### config.mk
export PLATFORM = sky130hd
export DESIGN_NAME = sorted_unique_set_table_core
export DESIGN_NICKNAME = d
export VERILOG_FILES = /design/src/sust_pkg.sv /design/src/sust_cell.sv /design/src/sorted_unique_set_table_core.sv
export SDC_FILE = /design/constraint.sdc
export NUM_CORES = 2
export LEC_CHECK = 0
export BUFFER_PORTS_ARGS = -buffer_cell sky130_fd_sc_hd__buf_2
export CAP_MARGIN = 20
export CORE_MARGIN = 2
export CORE_UTILIZATION = 59
export CTS_CLUSTER_SIZE = 20
export DETAILED_ROUTE_END_ITERATION = 12
export GPL_ROUTABILITY_DRIVEN = 0
export MAX_ROUTING_LAYER = met4
export PLACE_DENSITY = 0.72
export SLEW_MARGIN = 20
export SYNTH_ARGS = -nofsm -noshare
export SYNTH_HDL_FRONTEND = slang
export SYNTH_SLANG_ARGS = --single-unit
### constraint.sdc
create_clock -name clk -period 36.5 [get_ports clk]
set_clock_uncertainty 0.15 [all_clocks]
set_input_delay 5.475 -clock clk [delete_from_list [all_inputs] [get_ports clk]]
set_output_delay 5.475 -clock clk [all_outputs]
set_load 0.02 [all_outputs]
### src/sust_pkg.sv
// Package for the sorted unique set table: capacity, derived widths,
// command and status codes, sequencer states and the cell control struct.
// No dependencies.
`default_nettype none

package sust_pkg;

	// Number of cells, one identifier each.
	localparam int unsigned CAPACITY = 32;
	// Width of the fill count, which must be able to hold CAPACITY itself.
	localparam int unsigned CNT_W    = $clog2(CAPACITY + 1);
	localparam int unsigned ID_W     = 16;
	localparam int unsigned CMD_W    = 2;
	localparam int unsigned IDX_W    = 5;
	localparam int unsigned STAT_W   = 3;
	localparam int unsigned LEN_W    = 6;

	typedef enum logic [CMD_W-1:0] {
		CMD_ADD    = 2'd0,
		CMD_REMOVE = 2'd1,
		CMD_READ   = 2'd2
	} cmd_t;

	typedef enum logic [STAT_W-1:0] {
		STAT_INSERTED = 3'd0,
		STAT_PRESENT  = 3'd1,
		STAT_REMOVED  = 3'd2,
		STAT_ABSENT   = 3'd3,
		STAT_FULL     = 3'd4,
		STAT_READ_OK  = 3'd5,
		STAT_BEYOND   = 3'd6
	} status_t;

	typedef enum logic [1:0] {
		SEQ_IDLE,
		SEQ_CMP,
		SEQ_UPD
	} seq_state_t;

	// Broadcast from the sequencer to every cell.
	typedef struct packed {
		logic cmp_en;  // capture compare flags and read tap
		logic ins;     // open a slot at the sorted place and write the identifier
		logic rem;     // close the gap at the matching entry
	} cell_ctl_t;

endpackage

`default_nettype wire

### src/sust_cell.sv
// One storage cell of the sorted set table: holds one identifier, compares it
// against the broadcast identifier and shifts with its neighbours.
// Depends on sust_pkg.
`default_nettype none

module sust_cell (
	input  wire logic                          clk,
	input  wire sust_pkg::cell_ctl_t           ctl,
	input  wire logic [sust_pkg::ID_W-1:0]     id,
	input  wire logic                          occ,
	input  wire logic                          rd_hit,
	input  wire logic                          left_lt,
	input  wire logic [sust_pkg::ID_W-1:0]     left_value,
	input  wire logic [sust_pkg::ID_W-1:0]     right_value,
	output logic      [sust_pkg::ID_W-1:0]     value,
	output logic                               lt,
	output logic                               eq,
	output logic      [sust_pkg::ID_W-1:0]     rd_value
);

	logic [sust_pkg::ID_W-1:0] value_q;
	logic                      lt_q;
	logic                      eq_q;
	logic [sust_pkg::ID_W-1:0] rd_q;

	// Compare stage: flags are only meaningful for occupied cells.
	always_ff @(posedge clk) begin
		if (ctl.cmp_en) begin
			lt_q <= occ && (value_q < id);
			eq_q <= occ && (value_q == id);
			rd_q <= rd_hit ? value_q : '0;
		end
	end

	// Update stage: every cell at or above the sorted place moves together.
	always_ff @(posedge clk) begin
		if (ctl.ins && !lt_q) begin
			value_q <= left_lt ? id : left_value;
		end else if (ctl.rem && !lt_q) begin
			value_q <= right_value;
		end
	end

	assign value    = value_q;
	assign lt       = lt_q;
	assign eq       = eq_q;
	assign rd_value = rd_q;

endmodule

`default_nettype wire

### src/sorted_unique_set_table_core.sv
// Top level of the sorted unique set table: sequencer, fill count, result
// register and the row of sust_cell instances.
// Depends on sust_pkg and sust_cell.
//
// Channel   Direction  Handshake             Payload
// request   in         in_valid / in_ready   cmd, component, index
// result    out        out_valid / out_ready status, entry_value, set_length
//
// Each request passes through acceptance, a compare state in which every
// cell compares its entry with the identifier in parallel, and an update state
// in which the cells shift together and the result register is loaded.
// The update waits while the result register still holds an untaken result.
// A new request is accepted while the previous result waits to be taken.
// Reset clears the fill count, the result valid and the sequencer; cell contents are not reset.
`default_nettype none

module sorted_unique_set_table_core (
	input  wire logic                            clk,
	input  wire logic                            arst_n,
	input  wire logic                            in_valid,
	output logic                                 in_ready,
	input  wire logic [sust_pkg::CMD_W-1:0]      cmd,
	input  wire logic [sust_pkg::ID_W-1:0]       component,
	input  wire logic [sust_pkg::IDX_W-1:0]      index,
	output logic                                 out_valid,
	input  wire logic                            out_ready,
	output logic      [sust_pkg::STAT_W-1:0]     status,
	output logic      [sust_pkg::ID_W-1:0]       entry_value,
	output logic      [sust_pkg::LEN_W-1:0]      set_length
);

	sust_pkg::seq_state_t              state_q;
	sust_pkg::seq_state_t              state_d;
	logic [sust_pkg::CMD_W-1:0]        cmd_q;
	logic [sust_pkg::ID_W-1:0]         id_q;
	logic [sust_pkg::IDX_W-1:0]        idx_q;
	logic [sust_pkg::CNT_W-1:0]        count_q;
	logic [sust_pkg::CNT_W-1:0]        count_d;
	logic                              out_valid_q;
	logic [sust_pkg::STAT_W-1:0]       status_q;
	logic [sust_pkg::ID_W-1:0]         entry_value_q;
	logic [sust_pkg::LEN_W-1:0]        set_length_q;

	sust_pkg::cell_ctl_t               ctl;
	logic                              cmp_en;
	logic                              ins_en;
	logic                              rem_en;
	logic                              accept;
	logic                              slot_free;
	logic                              commit;
	logic                              found;
	logic                              full;
	logic                              idx_ok;
	logic [sust_pkg::ID_W-1:0]         rd_any;
	sust_pkg::status_t                 status_d;
	logic [sust_pkg::ID_W-1:0]         entry_value_d;

	logic [sust_pkg::CAPACITY-1:0]     occ;
	logic [sust_pkg::CAPACITY-1:0]     rd_hit;
	logic [sust_pkg::CAPACITY-1:0]     lt;
	logic [sust_pkg::CAPACITY-1:0]     eq;
	logic [sust_pkg::ID_W-1:0]         value    [sust_pkg::CAPACITY];
	logic [sust_pkg::ID_W-1:0]         rd_value [sust_pkg::CAPACITY];

	assign accept    = in_valid && in_ready;
	assign slot_free = !out_valid_q || out_ready;
	assign commit    = (state_q == sust_pkg::SEQ_UPD) && slot_free;

	// Sequencer next state.
	always_comb begin
		state_d = state_q;
		unique case (state_q)
			sust_pkg::SEQ_IDLE: begin
				if (in_valid) state_d = sust_pkg::SEQ_CMP;
			end
			sust_pkg::SEQ_CMP: begin
				state_d = sust_pkg::SEQ_UPD;
			end
			sust_pkg::SEQ_UPD: begin
				if (slot_free) state_d = sust_pkg::SEQ_IDLE;
			end
			default: begin
				state_d = sust_pkg::SEQ_IDLE;
			end
		endcase
	end

	// Sequencer outputs.
	always_comb begin
		in_ready = 1'b0;
		cmp_en   = 1'b0;
		unique case (state_q)
			sust_pkg::SEQ_IDLE: in_ready = 1'b1;
			sust_pkg::SEQ_CMP:  cmp_en   = 1'b1;
			sust_pkg::SEQ_UPD:  ;
			default:            ;
		endcase
	end

	// Control word broadcast to every cell.
	assign ctl = '{cmp_en: cmp_en, ins: ins_en, rem: rem_en};

	always_ff @(posedge clk or negedge arst_n) begin
		if (!arst_n) begin
			state_q <= sust_pkg::SEQ_IDLE;
		end else begin
			state_q <= state_d;
		end
	end

	// Request capture.
	always_ff @(posedge clk) begin
		if (accept) begin
			cmd_q <= cmd;
			id_q  <= component;
			idx_q <= index;
		end
	end

	// Per-cell occupancy and read select, from the cell's fixed position.
	always_comb begin
		for (int i = 0; i < sust_pkg::CAPACITY; i++) begin
			occ[i]    = 32'(i) < 32'(count_q);
			rd_hit[i] = 32'(i) == 32'(idx_q);
		end
	end

	// Gather the row's flags and the read tap.
	always_comb begin
		found  = |eq;
		rd_any = '0;
		for (int i = 0; i < sust_pkg::CAPACITY; i++) begin
			rd_any = rd_any | rd_value[i];
		end
	end

	assign full   = count_q == sust_pkg::CNT_W'(sust_pkg::CAPACITY);
	assign idx_ok = 32'(idx_q) < 32'(count_q);

	// Decide the outcome of the request held in the update cycle.
	always_comb begin
		status_d      = sust_pkg::STAT_BEYOND;
		entry_value_d = '0;
		count_d       = count_q;
		ins_en        = 1'b0;
		rem_en        = 1'b0;
		unique case (cmd_q)
			sust_pkg::CMD_ADD: begin
				if (found) begin
					status_d = sust_pkg::STAT_PRESENT;
				end else if (full) begin
					status_d = sust_pkg::STAT_FULL;
				end else begin
					status_d = sust_pkg::STAT_INSERTED;
					ins_en   = commit;
					count_d  = count_q + 1'b1;
				end
			end
			sust_pkg::CMD_REMOVE: begin
				if (found) begin
					status_d = sust_pkg::STAT_REMOVED;
					rem_en   = commit;
					count_d  = count_q - 1'b1;
				end else begin
					status_d = sust_pkg::STAT_ABSENT;
				end
			end
			sust_pkg::CMD_READ: begin
				if (idx_ok) begin
					status_d      = sust_pkg::STAT_READ_OK;
					entry_value_d = rd_any;
				end
			end
			default: ;
		endcase
	end

	// Fill count and result valid.
	always_ff @(posedge clk or negedge arst_n) begin
		if (!arst_n) begin
			count_q     <= '0;
			out_valid_q <= 1'b0;
		end else begin
			if (commit) begin
				count_q     <= count_d;
				out_valid_q <= 1'b1;
			end else if (out_ready) begin
				out_valid_q <= 1'b0;
			end
		end
	end

	// Result payload.
	always_ff @(posedge clk) begin
		if (commit) begin
			status_q      <= status_d;
			entry_value_q <= entry_value_d;
			set_length_q  <= sust_pkg::LEN_W'(count_d);
		end
	end

	assign out_valid   = out_valid_q;
	assign status      = status_q;
	assign entry_value = entry_value_q;
	assign set_length  = set_length_q;

	// Row of cells; each sees its neighbours' entries for shifting.
	for (genvar g = 0; g < sust_pkg::CAPACITY; g++) begin : g_cell
		logic                      left_lt;
		logic [sust_pkg::ID_W-1:0] left_value;
		logic [sust_pkg::ID_W-1:0] right_value;

		if (g == 0) begin : g_first
			assign left_lt    = 1'b1;
			assign left_value = id_q;
		end else begin : g_mid
			assign left_lt    = lt[g-1];
			assign left_value = value[g-1];
		end

		if (g == sust_pkg::CAPACITY - 1) begin : g_last
			assign right_value = '0;
		end else begin : g_inner
			assign right_value = value[g+1];
		end

		sust_cell u_cell (
			.clk         (clk),
			.ctl         (ctl),
			.id          (id_q),
			.occ         (occ[g]),
			.rd_hit      (rd_hit[g]),
			.left_lt     (left_lt),
			.left_value  (left_value),
			.right_value (right_value),
			.value       (value[g]),
			.lt          (lt[g]),
			.eq          (eq[g]),
			.rd_value    (rd_value[g])
		);
	end

endmodule

`default_nettype wire
# Word level (Yosys, flattened, before mapping)

Cells that the tools add are included.

Input port bits: 27
Output and inout bits: 27
Word-level logic and storage cells: 624
Register bits after elaboration: 1145

Order comparisons: 65
Bitwise operators: 31
Reductions and logical operators: 203
$add $sub $neg: 2
Eq/ne operators: 70
Multiplexer cells: 116

Operators with widths:

| kind                | number |
|---|---|
| $mux 16             | 95 |
| $eq 16x16->1        | 32 |
| $lt 16x16->1        | 32 |
| $or 16x16->16       | 31 |
| $logic_and 1x1->1   | 130 |
| $lt 5x6->1 const A  | 16 |
| $eq 5x5->1 const A  | 16 |
| $reduce_bool 2->1   | 33 |
| $lt 4x6->1 const A  | 8 |
| $eq 4x5->1 const A  | 8 |
| $logic_not 1->1     | 33 |
| $reduce_or 32->1    | 1 |
| $lt 3x6->1 const A  | 4 |
| $eq 3x5->1 const A  | 4 |
| $mux 6              | 3 |
| $lt 1x6->1 const A  | 2 |
| $lt 2x6->1 const A  | 2 |
| $pmux 6 s2          | 1 |
| $eq 2x5->1 const A  | 2 |
| $mux 1              | 10 |
| $pmux 3 s3          | 1 |
| $add 6x1->6 const B | 1 |
| $eq 6x6->1 const B  | 1 |
| $lt 5x6->1          | 1 |
| 12 further kinds    | 20 |

# Depth between registers and ports, before layout

Word-level depth: 31
Gate-level depth with buffers: 11
Mapped depth without buffers: 8

# Cells and area by module

Synthesis repeated with hierarchy kept, for this count alone.

Cell total of the unflattened synthesis: 5799
Area total of the unflattened synthesis: 64165.3 µm²

By module, submodules not included:

| module                           | sequential area each (µm²) | cells each | area each (µm²) | times used |
|---|---|---|---|---|
| sust_cell (g_cell[0].u_cell ...) | 1021.0                     | 166        | 1874.3          | 30 |
| sorted_unique_set_table_core     | 1666.6                     | 489        | 4176.5          | 1 |
| sust_cell (g_cell[9].u_cell)     | 1021.0                     | 165        | 1884.3          | 1 |
| sust_cell (g_cell[16].u_cell)    | 1021.0                     | 165        | 1875.5          | 1 |

# Worst setup path before layout

No wires, ideal clock.

Path type: reg-to-reg
From: register state_q[1]
To: register state_q[1]
Cell stages (with the launch flop): 3
Path slack: 8530 ps
Data required time: 36149 ps
Period minus slack after synthesis: 27970 ps
Library setup time: 201 ps
Path buffers: 0
Arrival time: 27619 ps
Cell sequence: dfrtp_1 nor2b_1 o21bai_1

Cells in the longest elaborated chain, start to end: 3
Elaborated cells between the ends (all ways): 7
Those cells by class: eq/ne (4); mux (1); reduce/logical (2)

RTL lines:

| what                                                 | line                                | text |
|---|---|---|
| start: declaration                                   | sorted_unique_set_table_core.sv:32  | `sust_pkg::seq_state_t state_q;` |
| start signal: assignment                             | sorted_unique_set_table_core.sv:105 | `state_q <= sust_pkg::SEQ_IDLE;` |
| start signal: assignment                             | sorted_unique_set_table_core.sv:107 | `state_q <= state_d;` |
| $eq 2x2->1 / $logic_not 2->1 (equally long branches) | sorted_unique_set_table_core.sv:72  | `unique case (state_q)` |
| $ne 2x2->1 (no source line)                          | -                                   |  |
| $reduce_and 2->1 (no source line)                    | -                                   |  |

Parallel ways exist; a longest one is shown, timed or not.
A chain may end at the register's enable or synchronous reset.

# Worst setup path after layout

From: input out_ready
To: register g_cell[31].u_cell.value_q, in the netlist g_cell[31].u_cell.value[9] (enable)

Cells in the longest elaborated chain, start to end: 7
Elaborated cells between the ends (all ways): 10
Those cells by class: mux (5); reduce/logical (5)

RTL lines:

| what                                 | line                                | text |
|---|---|---|
| start: declaration                   | sorted_unique_set_table_core.sv:26  | `input wire logic out_ready,` |
| $logic_or 1x1->1 *                   | sorted_unique_set_table_core.sv:66  | `assign slot_free = !out_valid_q \|\| out_ready;` |
| $logic_and 1x1->1 *                  | sorted_unique_set_table_core.sv:67  | `assign commit = (state_q == sust_pkg::SEQ_UPD) && slot_free;` |
| via commit                           | sorted_unique_set_table_core.sv:50  | `logic commit;` |
| $mux 1                               | sorted_unique_set_table_core.sv:151 | `end else if (full) begin` |
| $mux 1                               | sorted_unique_set_table_core.sv:149 | `if (found) begin` |
| $mux 1                               | sorted_unique_set_table_core.sv:147 | `unique case (cmd_q)` |
| $logic_and 1x1->1                    | sust_cell.sv:37                     | `if (ctl.ins && !lt_q) begin` |
| $reduce_bool 2->1 (no source line) * | -                                   |  |
| end signal: assignment               | sust_cell.sv:38                     | `value_q <= left_lt ? id : left_value;` |
| end signal: assignment               | sust_cell.sv:40                     | `value_q <= right_value;` |
| end: declaration                     | sust_cell.sv:21                     | `logic [sust_pkg::ID_W-1:0] value_q;` |

Mark *: on every way through the listed nets, which the timed path passes. The rest lies on a longest branch.

==> run_results.csv <==
group,metric,value,unit
outcome,status,"completed",
timing,fin_crit,8.33,ns
drt,dr.pass1.iters,9,
synth,synth_compound_area_share,8.73,%
clock_tree,postCtsSetupRepairBufs,0,
drt,wl_per_cell,30.3,um
critical_path,crit_type,"in -> reg",
timing,setup_tns,0,ns
clock_tree,worstSkewPairLatency,0.74,ns
synth,avgSynthCellArea,12.0,um^2
placement,post-dp-hpwl,139,mm
drt,routed_via_density,6.71,
synth,yosys.area_share.simple,14.9,%
synth,syn-cell-area,62300,um^2
global_route,grt_util_all_layers,38.7,%
global_route,grt_pass1_wl,291,mm
power,powerDensity,54.4,nW/um^2
synth,netlist.area_leader.share,54.8,%
power,p_leak,26.2,nW
timing,whs,0.437,ns
floorplanning,die_area,108000,um^2
clock_tree,cts_tree,"built",
synth,synth_top_cells_by_count,"edfxtp_1, a21oi_1, nor2_1",
clock_tree,cts_sinks,1145,
cells_and_area,fin_nets,5758,
drt,drtAntennaViolNets,0,
global_route,overflow,0,
clock_tree,h-tree-depth,3,
floorplanning,fp-row-count,119,
cells_and_area,drive_above_1_share,8.68,%
floorplanning,die_h,329,um
placement,portBuffers,53,
clock_tree,cts_root_buffer,"clkbuf_16",
critical_path,critical_path_required,36.83,ns
timing,timing.final.crit_share,22.8,%
timing,finalSetupViolations,0,
timing,slew_headroom,5.11,%
global_route,grt_max_degree,167,
global_route,first_global_vias,42163,
drt,vias,45042,
clock_tree,ctsHoldBuffers,0,
synth,synthXorXnorAreaFrac,0.0984,%
clock_tree,clkTransAtPathRegs,0.06,ns
synth,syn-num-nets,5756,
global_route,antenna_found_initial,9,
synth,synthMostInstantiatedCell,"edfxtp_1",
timing,drv_slew,0,
synth,synthCells,5210,
power,peakVddDrop,0.0000444,V
synth,synth_top_family_by_area,"simple AND/OR/NAND/NOR gates",
worst_hold_path,min-delay-start,"out_valid",
critical_path,start_kind,"primary input",
synth,synthMuxAreaShare,8.29,%
synth,yosysTopAreaCell,"edfxtp_1",
critical_path,critPathMostFrequentCell,"buf_4",
critical_path,path_buf_inv,4,
drt,drc,0,
drt,drt_iter0_drc,7205,
synth,synthArstFlopShare,0.786,%
critical_path,worstReg2RegStart,"g_cell[20].u_cell.eq",
floorplanning,pin_count,54,
synth,synth_edf_count,1136,
critical_path,crit_fanout,20,
synth,synthTopCellsByArea,"edfxtp_1, ha_1, mux2i_1",
synth,yosysWarnings,0,
critical_path,crit_start,"out_ready",
drt,routed_wl,203,mm
timing,finalHoldViolCount,0,
floorplanning,initial_core_util,59.3,%
synth,seq_area_frac_synth,55.1,%
critical_path,crit_path_max_incr_delay,0.68,ns
timing,grt_setup_unrepaired,"false",
cells_and_area,syn_to_final_growth,9.47,%
worst_hold_path,holdCritPathClass,"reg -> reg",
critical_path,critical-path-slowest-cell,"nand2_2",
critical_path,critPathTopFamily,"simple AND/OR/NAND/NOR gates",
synth,ys_seq_elements,1145,
clock_tree,clk_path_buf_depth,3,
clock_tree,numCtsBuffers,118,
critical_path,arrival,8.67,ns
synth,synthAdderAreaFrac,10.4,%
timing,worst_slew_pin_slew,1.41,ns
run,maxCapViolations,0,
timing,fmax,120,MHz
cells_and_area,fillers,7987,
synth,ys_types,58,
critical_path,path_cells,"buf_2 -> nand2b_1 -> nand2b_4 -> clkinv_1 -> nand2_2 -> buf_4 -> nor2_1 -> buf_4",
floorplanning,core_area,105000,um^2
floorplanning,fp.dieW,329,um
synth,synthFlopType,"edfxtp_1",
critical_path,crit_path_end_kind,"flop",
clock_tree,cts_resized,0,
==> power breakdown <==
part	switching (W)	internal [W]	total [W]	leakage (nW)
sequential	0.000123	0.00162	0.00174	10.7
clock	0.000532	0.000735	0.00127	1.94
combinational	0.000472	0.000223	0.000695	13.5
==> routing by layer <==
metal  share of wire [%]  vias up  track usage [%]
met3                  14      569             10.4
met1                  39    21667             54.6
met5                   0        -                -
met2                  40     3155             51.2
met4                 5.7        0             19.1
li1                    -    19651                -
==> tightest hold or removal path, stage by stage (launching register included) <==
cell and delay, ns:
dfrtp_1 0.34, nand2b_1 0.12, nand2_1 0.09
==> cells in the final DEF, fill, tap and decap left out, drive strengths merged, types with 62 or more instances in the layout <==
cell type  instances
a21o              83
nor2b             62
ha               519
and2             483
buf              175
nor2             633
nor4             199
clkbuf           142
a21oi            634
mux2i            498
nor3              69
o21ai             88
edfxtp          1136
nand4            131
inv               62
==> stage by stage <==
stage | instances | cell area (um^2) | power, W | setup slack [ns] | util, %
floorplan | 5210 | 62300 | 0.00228 | 8.53 | -
global placement | 6472 | 63900 | 0.00240 | 26.97 | 60.9
detailed placement | 6474 | 64000 | 0.00242 | 26.77 | 61.0
CTS | 6692 | 68000 | 0.00367 | 27.52 | 64.8
global route | 6705 | 68200 | 0.00380 | 28.24 | 64.9
finish | 6710 | 68200 | 0.00371 | 28.17 | 64.9
==> state kept, by name, summed over array words and instances, names as in the netlist, 2 cells and up <==
register	cells
g_cell.u_cell.rd_value	512
g_cell.u_cell.value	512
g_cell.u_cell.eq	32
g_cell.u_cell.lt	32
entry_value	16
g_cell.left_value	16
count_q	6
set_length	6
idx_q	5
status	3
cmd_q	2
state_q	2
==> cell families after synthesis <==
kind of cell,Yosys count
muxes,514
xor gates and xnor gates,7
adders and majority gates,519
and+or+nand+nor,1711
DFF,1145
buffers and inverters,350
AOI/OAI and AO/OA,964
==> final timing paths <==
check | endpoint | slack [ns] | depth (start not counted)
max in group asynchronous | count_q[5] | 31.40 | 1
hold / removal | out_valid | 0.44 | 2
min in group asynchronous | out_valid | 4.50 | 1
setup / recovery | g_cell[31].u_cell.value[9] | 28.17 | 8
setup reg to reg | g_cell[31].u_cell.value[9] | 31.53 | 8
hold reg to reg | out_valid | 0.44 | 2
==> final cells by class <==
type                    count  area [um^2]  share of cell area (%)
repair buffers            175         1230                    1.81
diodes                      9         22.5                  0.0330
clock buffers             142         3090                    4.53
well taps                1391         1740                    2.55
multi-input cells        3715        26600                    39.1
clock inverters            76          890                    1.30
flip-flops and latches   1145        34300                    50.4
inverters                  57          214                   0.314
Power figures use the tool's default switching activity.
